### src/design/acsq_pkg.sv
`timescale 1ns / 1ps
// ----------------------------------------------------------------------------
// acsq_pkg
// Shared types, codes and helpers of the ADC channel scan sequencer.
// ----------------------------------------------------------------------------
package acsq_pkg;

  localparam int NUM_CHANNELS_DEF = 8;
  localparam int MASK_W           = 8;
  localparam int CH_W             = 3;
  localparam int SAMPLE_W         = 8;
  localparam int OP_W             = 2;
  localparam int CFG_IDX_W        = 1;
  localparam int CFG_DATA_W       = 8;

  // item operation codes
  typedef enum logic [OP_W-1:0] {
    OP_CONV_DONE = 2'd0,
    OP_START     = 2'd1,
    OP_STOP      = 2'd2,
    OP_READ      = 2'd3
  } acsq_op_t;

  // configuration register indexes
  typedef enum logic [CFG_IDX_W-1:0] {
    REG_CHANNEL_MASK = 1'd0,
    REG_AUTO_REPEAT  = 1'd1
  } acsq_reg_t;

  // sample store access issued by the control path
  typedef struct packed {
    logic            load;
    logic            wr_en;
    logic [CH_W-1:0] wr_ch;
    logic            rd_en;
    logic [CH_W-1:0] rd_ch;
  } acsq_mem_req_t;

  // priority encoder result
  typedef struct packed {
    logic            found;
    logic [CH_W-1:0] ch;
  } acsq_pick_t;

  // lowest set bit of a channel mask
  function automatic acsq_pick_t pick_lowest(input logic [MASK_W-1:0] bits);
    acsq_pick_t r;
    r.found = 1'b0;
    r.ch    = '0;
    for (int i = MASK_W - 1; i >= 0; i--) begin
      if (bits[i]) begin
        r.found = 1'b1;
        r.ch    = CH_W'(i);
      end
    end
    return r;
  endfunction

endpackage

### src/design/acsq_store.sv
`timescale 1ns / 1ps
// ----------------------------------------------------------------------------
// acsq_store
// Per-channel sample memory with one write and one registered read port.
// Entries never written since reset read as zero through per-entry valid bits.
// ----------------------------------------------------------------------------
module acsq_store #(
  parameter int NUM_CHANNELS = acsq_pkg::NUM_CHANNELS_DEF
) (
  input  logic                          clk,
  input  logic                          rst_n,
  input  acsq_pkg::acsq_mem_req_t       req,
  input  logic [acsq_pkg::SAMPLE_W-1:0] wr_data,
  output logic [acsq_pkg::SAMPLE_W-1:0] rd_data
);

  localparam int AW = (NUM_CHANNELS > 1) ? $clog2(NUM_CHANNELS) : 1;

  logic [acsq_pkg::SAMPLE_W-1:0] mem [NUM_CHANNELS];
  logic [NUM_CHANNELS-1:0]       valid_r;
  logic [acsq_pkg::SAMPLE_W-1:0] rd_data_r;
  logic [AW-1:0]                 wr_addr;
  logic [AW-1:0]                 rd_addr;
  logic                          rd_hit;

  assign wr_addr = AW'(req.wr_ch);
  assign rd_addr = AW'(req.rd_ch);
  // channels beyond the store read as zero
  assign rd_hit  = req.rd_en && (int'(req.rd_ch) < NUM_CHANNELS);

  // memory write
  always_ff @(posedge clk) begin
    if (req.load && req.wr_en) begin
      mem[wr_addr] <= wr_data;
    end
  end

  // valid bits, cleared at reset
  always_ff @(posedge clk) begin
    if (!rst_n) begin
      valid_r <= '0;
    end else if (req.load && req.wr_en) begin
      valid_r[wr_addr] <= 1'b1;
    end
  end

  // registered read, doubles as the output data register
  always_ff @(posedge clk) begin
    if (req.load) begin
      if (rd_hit && valid_r[rd_addr]) begin
        rd_data_r <= mem[rd_addr];
      end else begin
        rd_data_r <= '0;
      end
    end
  end

  assign rd_data = rd_data_r;

endmodule

### src/design/acsq_ctrl.sv
`timescale 1ns / 1ps
// ----------------------------------------------------------------------------
// acsq_ctrl
// Scan control: config registers, channel walk, handshake and result register.
// Issues store accesses for conversion-done and read items.
// ----------------------------------------------------------------------------
module acsq_ctrl #(
  parameter int NUM_CHANNELS = acsq_pkg::NUM_CHANNELS_DEF
) (
  input  logic                            clk,
  input  logic                            rst_n,
  input  logic                            cfg_we,
  input  logic [acsq_pkg::CFG_IDX_W-1:0]  cfg_index,
  input  logic [acsq_pkg::CFG_DATA_W-1:0] cfg_wdata,
  input  logic                            in_valid,
  output logic                            in_stall,
  input  logic [acsq_pkg::OP_W-1:0]       in_operation,
  input  logic [acsq_pkg::CH_W-1:0]       in_channel,
  output logic                            out_valid,
  input  logic                            out_stall,
  output logic                            out_start_conversion,
  output logic [acsq_pkg::CH_W-1:0]       out_conversion_channel,
  output logic                            out_scan_active,
  output acsq_pkg::acsq_mem_req_t         mem_req
);

  localparam int ScanLimit = (NUM_CHANNELS < acsq_pkg::MASK_W) ? NUM_CHANNELS
                                                                 : acsq_pkg::MASK_W;

  logic [acsq_pkg::MASK_W-1:0] channel_mask_r;
  logic                        auto_repeat_r;
  logic [acsq_pkg::CH_W-1:0]   cur_ch_r, cur_ch_nxt;
  logic                        active_r, active_nxt;
  logic                        stop_pend_r, stop_pend_nxt;
  logic                        out_valid_r, out_valid_nxt;
  logic                        out_start_r;
  logic [acsq_pkg::CH_W-1:0]   out_ch_r;
  logic                        out_active_r;
  logic                        req_start;
  logic [acsq_pkg::CH_W-1:0]   req_ch;
  logic                        accept;
  logic [acsq_pkg::MASK_W-1:0] eff_mask;
  logic [acsq_pkg::MASK_W-1:0] above_mask;
  acsq_pkg::acsq_pick_t        pick_first;
  acsq_pkg::acsq_pick_t        pick_above;
  acsq_pkg::acsq_op_t          op;

  assign op       = acsq_pkg::acsq_op_t'(in_operation);
  // output register frees up when its item is taken
  assign in_stall = out_valid_r && out_stall;
  assign accept   = in_valid && !in_stall;

  // config writes
  always_ff @(posedge clk) begin
    if (!rst_n) begin
      channel_mask_r <= '0;
      auto_repeat_r  <= 1'b0;
    end else if (cfg_we) begin
      unique case (acsq_pkg::acsq_reg_t'(cfg_index))
        acsq_pkg::REG_CHANNEL_MASK: channel_mask_r <= cfg_wdata;
        acsq_pkg::REG_AUTO_REPEAT:  auto_repeat_r  <= cfg_wdata[0];
        default: ;
      endcase
    end
  end

  // enabled channels, and those above the current one
  always_comb begin
    for (int i = 0; i < acsq_pkg::MASK_W; i++) begin
      eff_mask[i]   = channel_mask_r[i] && (i < ScanLimit);
      above_mask[i] = eff_mask[i] && (acsq_pkg::CH_W'(i) > cur_ch_r);
    end
  end

  assign pick_first = acsq_pkg::pick_lowest(eff_mask);
  assign pick_above = acsq_pkg::pick_lowest(above_mask);

  // scan state update per item
  always_comb begin
    cur_ch_nxt    = cur_ch_r;
    active_nxt    = active_r;
    stop_pend_nxt = stop_pend_r;
    req_start     = 1'b0;
    req_ch        = '0;
    unique case (op)
      acsq_pkg::OP_CONV_DONE: begin
        if (active_r) begin
          if (stop_pend_r) begin
            active_nxt    = 1'b0;
            stop_pend_nxt = 1'b0;
          end else if (pick_above.found) begin
            cur_ch_nxt = pick_above.ch;
            req_start  = 1'b1;
            req_ch     = pick_above.ch;
          end else if (auto_repeat_r && pick_first.found) begin
            cur_ch_nxt = pick_first.ch;
            req_start  = 1'b1;
            req_ch     = pick_first.ch;
          end else begin
            active_nxt = 1'b0;
          end
        end
      end
      acsq_pkg::OP_START: begin
        if (pick_first.found) begin
          cur_ch_nxt    = pick_first.ch;
          active_nxt    = 1'b1;
          stop_pend_nxt = 1'b0;
          req_start     = 1'b1;
          req_ch        = pick_first.ch;
        end
      end
      acsq_pkg::OP_STOP: begin
        if (active_r) begin
          stop_pend_nxt = 1'b1;
        end
      end
      acsq_pkg::OP_READ: ;
      default: ;
    endcase
  end

  // store access for this item
  always_comb begin
    mem_req.load  = accept;
    mem_req.wr_en = (op == acsq_pkg::OP_CONV_DONE) && active_r;
    mem_req.wr_ch = cur_ch_r;
    mem_req.rd_en = (op == acsq_pkg::OP_READ);
    mem_req.rd_ch = in_channel;
  end

  // scan state registers
  always_ff @(posedge clk) begin
    if (!rst_n) begin
      cur_ch_r    <= '0;
      active_r    <= 1'b0;
      stop_pend_r <= 1'b0;
    end else if (accept) begin
      cur_ch_r    <= cur_ch_nxt;
      active_r    <= active_nxt;
      stop_pend_r <= stop_pend_nxt;
    end
  end

  // result register
  assign out_valid_nxt = accept || (out_valid_r && out_stall);

  always_ff @(posedge clk) begin
    if (!rst_n) begin
      out_valid_r <= 1'b0;
    end else begin
      out_valid_r <= out_valid_nxt;
    end
  end

  always_ff @(posedge clk) begin
    if (accept) begin
      out_start_r  <= req_start;
      out_ch_r     <= req_ch;
      out_active_r <= active_nxt;
    end
  end

  assign out_valid              = out_valid_r;
  assign out_start_conversion   = out_start_r;
  assign out_conversion_channel = out_ch_r;
  assign out_scan_active        = out_active_r;

endmodule

### src/design/adc_channel_scan_sequencer_core.sv
`timescale 1ns / 1ps
// ----------------------------------------------------------------------------
// adc_channel_scan_sequencer_core
// Steps an ADC through the channels enabled in a mask and keeps the last
// sample of each channel for read-back.
// ----------------------------------------------------------------------------
// One item is accepted every clock cycle and its result appears in the output
// register on the next cycle; a waiting result does not block the next item
// unless out_stall is high. The per-channel sample store is a one-write,
// one-read memory with registered read data; a read item sees every sample
// written by earlier items, since the write lands at the accepting edge of the
// conversion-done item. The next-channel search is a pair of priority encoders
// over the mask, so the search is combinational. Configuration writes
// take effect on the next item and should be made while no item is in flight.
module adc_channel_scan_sequencer_core #(
  parameter int NUM_CHANNELS = acsq_pkg::NUM_CHANNELS_DEF
) (
  input  logic                            clk,
  input  logic                            rst_n,
  input  logic                            cfg_we,
  input  logic [acsq_pkg::CFG_IDX_W-1:0]  cfg_index,
  input  logic [acsq_pkg::CFG_DATA_W-1:0] cfg_wdata,
  input  logic                            in_valid,
  output logic                            in_stall,
  input  logic [acsq_pkg::OP_W-1:0]       in_operation,
  input  logic [acsq_pkg::SAMPLE_W-1:0]   in_sample,
  input  logic [acsq_pkg::CH_W-1:0]       in_channel,
  output logic                            out_valid,
  input  logic                            out_stall,
  output logic                            out_start_conversion,
  output logic [acsq_pkg::CH_W-1:0]       out_conversion_channel,
  output logic [acsq_pkg::SAMPLE_W-1:0]   out_read_data,
  output logic                            out_scan_active
);

  acsq_pkg::acsq_mem_req_t mem_req;

  // scan control and result register
  acsq_ctrl #(
    .NUM_CHANNELS(NUM_CHANNELS)
  ) u_ctrl (
    .clk                   (clk),
    .rst_n                 (rst_n),
    .cfg_we                (cfg_we),
    .cfg_index             (cfg_index),
    .cfg_wdata             (cfg_wdata),
    .in_valid              (in_valid),
    .in_stall              (in_stall),
    .in_operation          (in_operation),
    .in_channel            (in_channel),
    .out_valid             (out_valid),
    .out_stall             (out_stall),
    .out_start_conversion  (out_start_conversion),
    .out_conversion_channel(out_conversion_channel),
    .out_scan_active       (out_scan_active),
    .mem_req               (mem_req)
  );

  // sample store
  acsq_store #(
    .NUM_CHANNELS(NUM_CHANNELS)
  ) u_store (
    .clk    (clk),
    .rst_n  (rst_n),
    .req    (mem_req),
    .wr_data(in_sample),
    .rd_data(out_read_data)
  );

endmodule

### config.mk
export PLATFORM = sky130hd
export DESIGN_NAME = adc_channel_scan_sequencer_core
export DESIGN_NICKNAME = d
export VERILOG_FILES = /design/src/design/acsq_pkg.sv /design/src/design/acsq_store.sv /design/src/design/acsq_ctrl.sv /design/src/design/adc_channel_scan_sequencer_core.sv
export SDC_FILE = /design/constraint.sdc
export NUM_CORES = 1
export LEC_CHECK = 0
export ABC_AREA = 1
export BUFFER_PORTS_ARGS = -buffer_cell sky130_fd_sc_hd__buf_2
export CORE_MARGIN = 1.5
export CORE_UTILIZATION = 40
export DETAILED_ROUTE_END_ITERATION = 10
export PLACE_DENSITY_LB_ADDON = 0.3
export SETUP_SLACK_MARGIN = 0.4
export SLEW_MARGIN = 0
export SYNTH_ARGS = -nofsm -noshare
export SYNTH_HDL_FRONTEND = slang
export SYNTH_SLANG_ARGS = --single-unit
### constraint.sdc
create_clock -name clk -period 2.6 [get_ports clk]
set_clock_uncertainty 0.15 [all_clocks]
set_input_delay 0.52 -clock clk [delete_from_list [all_inputs] [get_ports clk]]
set_output_delay 0.52 -clock clk [all_outputs]
set_load 0.05 [all_outputs]
==> summary.md, run 1 <==
| Metric | Value |
|---|---|
| Register area share after synthesis | 66.2% |
| Power Density | 668 nW/um2 |
| Placed inst area | 4650 um2 |
| Mux cell area share after synthesis | 0% |
| Adder and majority gate portion of the synthesized area | 0% |
| Endpoints failing setup | 0 |
| CP Data Required Time | 2.46 ns |
| Pin count of the biggest net entering global routing | 33 |
| CTS resizes | 0 |
| Initial core utilization | 40.9% |
| Worst slack, placed | 0.295 ns |
| DP Wirelength | 5810 um |
| TritonCTS buffer count | 9 |
| Worst Max-Slew Pin Slew | 0.519 ns |
| Fmax | 0.508 GHz |
| Die ar. | 11100 um2 |
| Final period utilization | 75.7% |
| Area growth from synthesis to layout | 16.8% |
| TritonCTS clock tree | built |
| DR iter-0 viols | 241 |
| Number of fill cells | 941 |
| Mapped Cells | 411 |
| Compound-Gate Fraction of Synth Area | 11.9% |
| Worst hold margin | 0.232 ns |
| # rows | 37 |
| Fin cells | 604 |
| GRT Overall Usage | 16.7% |
| Area share of the leading cell type in the synthesized netlist | 55.2% |
| First-pass DRT Iterations | 4 |
| Per-cell routed wire length | 14.6 um |
| GR Overflow Total | 0 |
| Nets | 490 |
| Xor/xnor cell area share of the yosys netlist | 0% |
| Initial antenna violation count | 0 |
| HP Class | input port to flop |
| RePlAce Congestion | 0.854 |
| EDFF count, synth | 77 |
| Clock latency on the worst-skew pair | 0.37 ns |
| Syn_area_per_cell | 10.2 um2 |
| Max Cap Viol | 0 |
| RSZ-0062 raised after global routing | no |
| Syn nets | 438 |
| Worst Path Arrival | 1.83 ns |
| Main synth FF type | edfxtp_1 |
| Final core occ | 47.8% |
| Slew Viols, Final | 0 |
| Critical Path Source Type | flop |
| Dpl cells | 588 |
| Main combinational cell family by area after synthesis | simple AND/OR/NAND/NOR gates |
| Die height | 105 um |
| Synth Warn # | 0 |
| I/O Buffers | 41 |
| CTS H-tree lvls | 3 |
| Most frequent cell after synthesis | nor2_1 |
| Register Area | 2770 um2 |
| Final WS setup | 0.631 ns |
| Detailed Route WL | 8800 um |
| First-pass GRT wire length | 14100 um |
| Worst-path maximum fanout | 9 |
| Number of global-route vias before repair | 2771 |
| Die Wd | 105 um |
| DRT antenna net count | 0 |
| Antenna cells | 0 |
| Minimum clock period | 1.97 ns |
| Synth Register Bits | 100 |
| Postcts setup bufs | 0 |
| Area of the multi-input gates | 1270 um2 |
| Sum Neg Setup Slack | 0 ns |
| I/O pin cnt | 42 |
| Hold_buf cts | 0 |
| Synth area leaders | edfxtp_1 55%, dfxtp_1 11%, nor2_1 7.4%, nand2_1 5.7%, o21ai_0 5.5% |
| Crit Path Class | flop to flop |
| Final hold violation count | 0 |
| DRC | 0 |
| Via count | 3010 |
| Post-DR vias/cell | 4.98 |
| Synth top cells by count | 83 x nor2_1, 77 x edfxtp_1, 64 x nand2_1 |
| Tot Pwr | 3.26 mW |
| Clock Pin Slew Worst Setup and Hold Paths | 0.09 ns |
| Clock sink total | 100 |
| VDD IR max | 0.265 mV |
| Status | complete, no violations |
| CTS root buf | clkbuf_8 |
| Leakage | 1.85 nW |
| Layout cells sized above 1 | 20.7% |
| Crit end category | flop |
| Synth Area in Simple Gates | 17.7% |
| Design area | 4890 um2 |
| Clock buffer depth | 2 |
| Core area | 10200 um2 |
| Post-synth cell types | 29 |
| Synth area leader | edfxtp_1 |
| Slew HR | 65.3% |
| Async set or reset register ratio after synthesis | 0% |
| Synthesized cell area | 4190 um2 |
power breakdown:
group,internal [mW],total (mW),switching (mW)
registers,1.75,1.77,0.0216
clock network,0.605,1.15,0.541
logic,0.105,0.349,0.244
area by class of cell:
class	instances	area share [%]
Multi-Input combinational cell	266	26.0
Clock buffer	11	3.10
Sequential cell	100	56.7
Clock inverter	5	1.77
Timing Repair Buffer	55	6.35
Inverter	31	2.53
Tap cell	136	3.48
placed cells by master, fill, tap and decap left out, drive strengths merged, types with 2 or more instances in the layout:
cell type	instances
clkinv	2
bufinv	2
o22ai	16
nor2	89
edfxtp	77
buf	55
inv	32
nand3	12
a21oi	23
o21ai	47
dfxtp	23
clkbuf	11
nand2	70
o211ai	2
cells by family after synthesis:
family                 count (synthesis)
flip-flops                           100
AND/OR/NAND/NOR                      174
buffers and inverters                 45
AO/OA/AOI/OAI                         92
critical path, cell delays in order, from the launching register on:
cell and delay (ns):
dfxtp_2 0.36, nand2_8 0.09, inv_8 0.03, nor2_4 0.10
inv_2 0.05, nor2_1 0.10, inv_1 0.08, nor2_1 0.13
inv_2 0.09, nor3_4 0.45
path summary, 6_finish.rpt:
| kind | start | to | slack [ns] | cells past startpoint |
|---|---|---|---|---|
| hold reg to reg | u_store.valid_r[3]$_SDFFE_PN0P_ | u_store.valid_r[3]$_SDFFE_PN0P_ | 0.34 | 2 |
| setup reg to reg | u_ctrl.out_valid$_SDFF_PN0_ | u_store.mem[1][4]$_DFFE_PP_ | 0.63 | 9 |
| hold / removal | cfg_wdata[7] | u_ctrl.channel_mask_r[7]$_SDFFE_PN0P_ | 0.23 | 3 |
| setup / recovery | u_ctrl.out_valid$_SDFF_PN0_ | u_store.mem[1][4]$_DFFE_PP_ | 0.63 | 9 |
sequential cells by signal, indices dropped and copies added (netlist names):
| name | cells |
|---|---|
| u_ctrl.channel_mask_r | 8 |
| u_ctrl.out_conversion_channel | 3 |
| u_ctrl.stop_pend_r | 1 |
| u_store.mem | 64 |
| u_ctrl.out_scan_active | 1 |
| u_ctrl.active_r | 1 |
| u_ctrl.cur_ch_r | 3 |
| u_ctrl.out_valid | 1 |
| u_store.rd_data | 8 |
| u_ctrl.out_start_conversion | 1 |
| u_ctrl.auto_repeat_r | 1 |
| u_store.valid_r | 8 |
layer usage:
layer,track usage (%),vias up,wire (um)
met4,7.93,0,170
met3,2.47,13,560
met2,27.1,78,4170
met1,22.2,1400,3900
li1,-,1519,-
met5,0,-,0
(Power assumes the default switching activity.)
==> run 2: changes to the inputs <==
clock period = 2 ns   (was 2.6 ns; I/O delays follow)
==> run 2 against run 1 <==
- power grew 23%
- combinational power grew 42%
- hold slack lost 0.14 ns
- cell count grew 2.3%
- first-iteration DRC count shrank 18%
- global-route usage grew 0.57 points
- non-clock buffer count grew 14
- count of clock-buffer cells in the layout shrank 2
- clock power grew 8%
- die area is the same
- critical path type unchanged
- largest power group unchanged
- utilization grew 2.4 points
==> summary.md, run 2 (synthesis results as in run 1) <==
| Metric | Value |
|---|---|
| DR top layer | met4 (unchanged) |
| HP Class | input port to flop (unchanged) |
| Per-cell routed wire length | 15.0 um (was 14.6 um) |
| Most common cell after layout, fill and taps aside | edfxtp_1 |
| First-pass DRT Iterations | 6 (was 4) |
| Initial antenna violation count | 0 (unchanged) |
| Area of the multi-input gates | 1310 um2 (was 1270 um2) |
| Max Cap Viol | 0 (unchanged) |
| Worst-path maximum fanout | 4 (was 9) |
| WL met1 | 4370 um (was 3900 um) |
| Number of fill cells | 901 (was 941) |
| Worst Max-Slew Pin Slew | 0.422 ns (was 0.519 ns) |
| CP max-delay cell | dfxtp_4 (was nor3_4) |
| DRT antenna net count | 0 (unchanged) |
| RSZ-0062 raised after global routing | yes (was no) |
| TritonCTS clock tree | built (unchanged) |
| Hold_buf cts | 0 (unchanged) |
| CP Data Required Time | 1.95 ns (was 2.46 ns) |
| DR iter-0 viols | 197 (was 241) |
| Status | complete, no violations (unchanged) |
| Via count | 3123 (was 3010) |
| Fin cells | 618 (was 604) |
| Dpl cells | 592 (was 588) |
| Delay-heaviest family, CP | simple AND/OR/NAND/NOR gates (unchanged) |
| Nets | 504 (was 490) |
| Endpoints failing setup | 0 (unchanged) |
| Layout cells sized above 1 | 25.7% (was 20.7%) |
| Most frequent cells in the layout | 77 x edfxtp_1, 74 x nor2_1, 61 x nand2_1, 45 x o21ai_0, 41 x buf_2 (was 77 x nor2_1, 77 x edfxtp_1, 63 x nand2_1, 46 x o21ai_0, 41 x buf_2) |
| Post-DR vias/cell | 5.05 (was 4.98) |
| Power Density | 785 nW/um2 (was 668 nW/um2) |
| Critical Path Source Type | flop (unchanged) |
| Biggest register | u_store.mem (unchanged) |
| Die ar. | 11100 um2 (unchanged) |
| Slew HR | 71.8% (was 65.3%) |
| Register Area | 2790 um2 (was 2770 um2) |
| Clock latency on the worst-skew pair | 0.36 ns (was 0.37 ns) |
| Leakage | 1.95 nW (was 1.85 nW) |
| Area growth from synthesis to layout | 22.5% (was 16.8%) |
| Placed inst area | 4760 um2 (was 4650 um2) |
| Crit Path Class | flop to flop (unchanged) |
| Pin count of the biggest net entering global routing | 31 (was 33) |
| Tot Pwr | 4.03 mW (was 3.26 mW) |
| Met3 routed WL | 402 um (was 560 um) |
| Fmax | 0.579 GHz (was 0.508 GHz) |
| I/O Buffers | 41 (unchanged) |
| GRT Overall Usage | 17.3% (was 16.7%) |
| Clock sink total | 100 (unchanged) |
| VDD IR max | 0.343 mV (was 0.265 mV) |
| Clock Pin Slew Worst Setup and Hold Paths | 0.10 ns (was 0.09 ns) |
| Number of global-route vias before repair | 2920 (was 2771) |
| TritonCTS buffer count | 9 (unchanged) |
| Die height | 105 um (unchanged) |
| Slowest stage delay, CP | 0.36 ns (was 0.45 ns) |
| Design area | 5130 um2 (was 4890 um2) |
| DP Wirelength | 6340 um (was 5810 um) |
| Sum Neg Setup Slack | 0 ns (unchanged) |
| Final period utilization | 86.3% (was 75.7%) |
| CTS root buf | clkbuf_8 (unchanged) |
| DRC | 0 (unchanged) |
| Largest register FFs | 64 (unchanged) |
| Crit end category | flop (unchanged) |
| Initial core utilization | 40.9% (unchanged) |
| Slew Viols, Final | 0 (unchanged) |
| Clock buffer depth | 2 (unchanged) |
| # rows | 37 (unchanged) |
| Antenna cells | 0 (unchanged) |
| I/O pin cnt | 42 (unchanged) |
| Worst Path Arrival | 1.68 ns (was 1.83 ns) |
| First-pass GRT wire length | 14700 um (was 14100 um) |
| Die Wd | 105 um (unchanged) |
| Detailed Route WL | 9280 um (was 8800 um) |
| CTS H-tree lvls | 3 (unchanged) |
| Cells along the critical path | nand2_4, inv_8, nor2_4, inv_2, nor2_4, inv_2, nor2_2, inv_2, nor2_4, clkbuf_16 (was nand2_8, inv_8, nor2_4, inv_2, nor2_1, inv_1, nor2_1, inv_2, nor3_4) |
| GR Overflow Total | 0 (unchanged) |
| Buf/Inv on CP | 5 (was 4) |
| WL met2 | 4360 um (was 4170 um) |
| Minimum clock period | 1.73 ns (was 1.97 ns) |
| Core area | 10200 um2 (unchanged) |
| Final hold violation count | 0 (unchanged) |
| RePlAce Congestion | 0.829 (was 0.854) |
[run 2: timing repair]
item                                    CTS  global route
endpoints found under the setup margin   71            81
pin swaps                                 6             6
gates cloned                              0             1
gates resized for setup                   7            13
buffers inserted                          4             5
[run 2: cell type report]
cell class              count  share of cell area (%)
repair buffers             69                    10.5
clock inverters             7                    1.37
inverters                  31                    2.51
multi-input cells         266                    25.6
clock buffers               9                    2.41
flip-flops and latches    100                    54.4
well taps                 136                    3.32
[run 2: stage by stage]
step,util (%),hold slack [ns],setup slack (ns)
after floorplan,-,0.279,-0.104
after global placement,46.5,0.298,0.0439
after detailed placement,46.5,0.310,0.0663
after CTS,49.2,0.0820,0.287
after global routing,50.2,0.112,0.191
final,50.2,0.0957,0.273
[run 2: where the power goes]
part / internal [mW] / switching, mW / total, mW
sequential: 2.27 / 0.0261 / 2.30
combinational: 0.158 / 0.339 / 0.497
clock: 0.487 / 0.750 / 1.24
total: 2.92 / 1.12 / 4.03
[run 2: path summary, 6_finish.rpt]
path                              startpoint                                     to  slack (ns)  depth (start not counted)
max              u_ctrl.out_valid$_SDFF_PN0_            u_store.mem[5][1]$_DFFE_PP_        0.27                         10
min                             cfg_wdata[7]  u_ctrl.channel_mask_r[7]$_SDFFE_PN0P_         0.1                          3
max reg2reg      u_ctrl.out_valid$_SDFF_PN0_            u_store.mem[5][1]$_DFFE_PP_        0.27                         10
min reg2reg  u_store.valid_r[1]$_SDFFE_PN0P_        u_store.valid_r[1]$_SDFFE_PN0P_        0.33                          2
[run 2: metal layers]
metal / GRT usage (%) / vias to the layer above
met5: 0 / -
li1: - / 1544
met3: 2.97 / 12
met2: 27.4 / 80
met4: 6.95 / 0
met1: 23.8 / 1487
[run 2: worst min-delay path, delay by kind of cell]
kind,cells,cell delay [ns]
buf+inv,1,0.07
simple gates,2,0.11
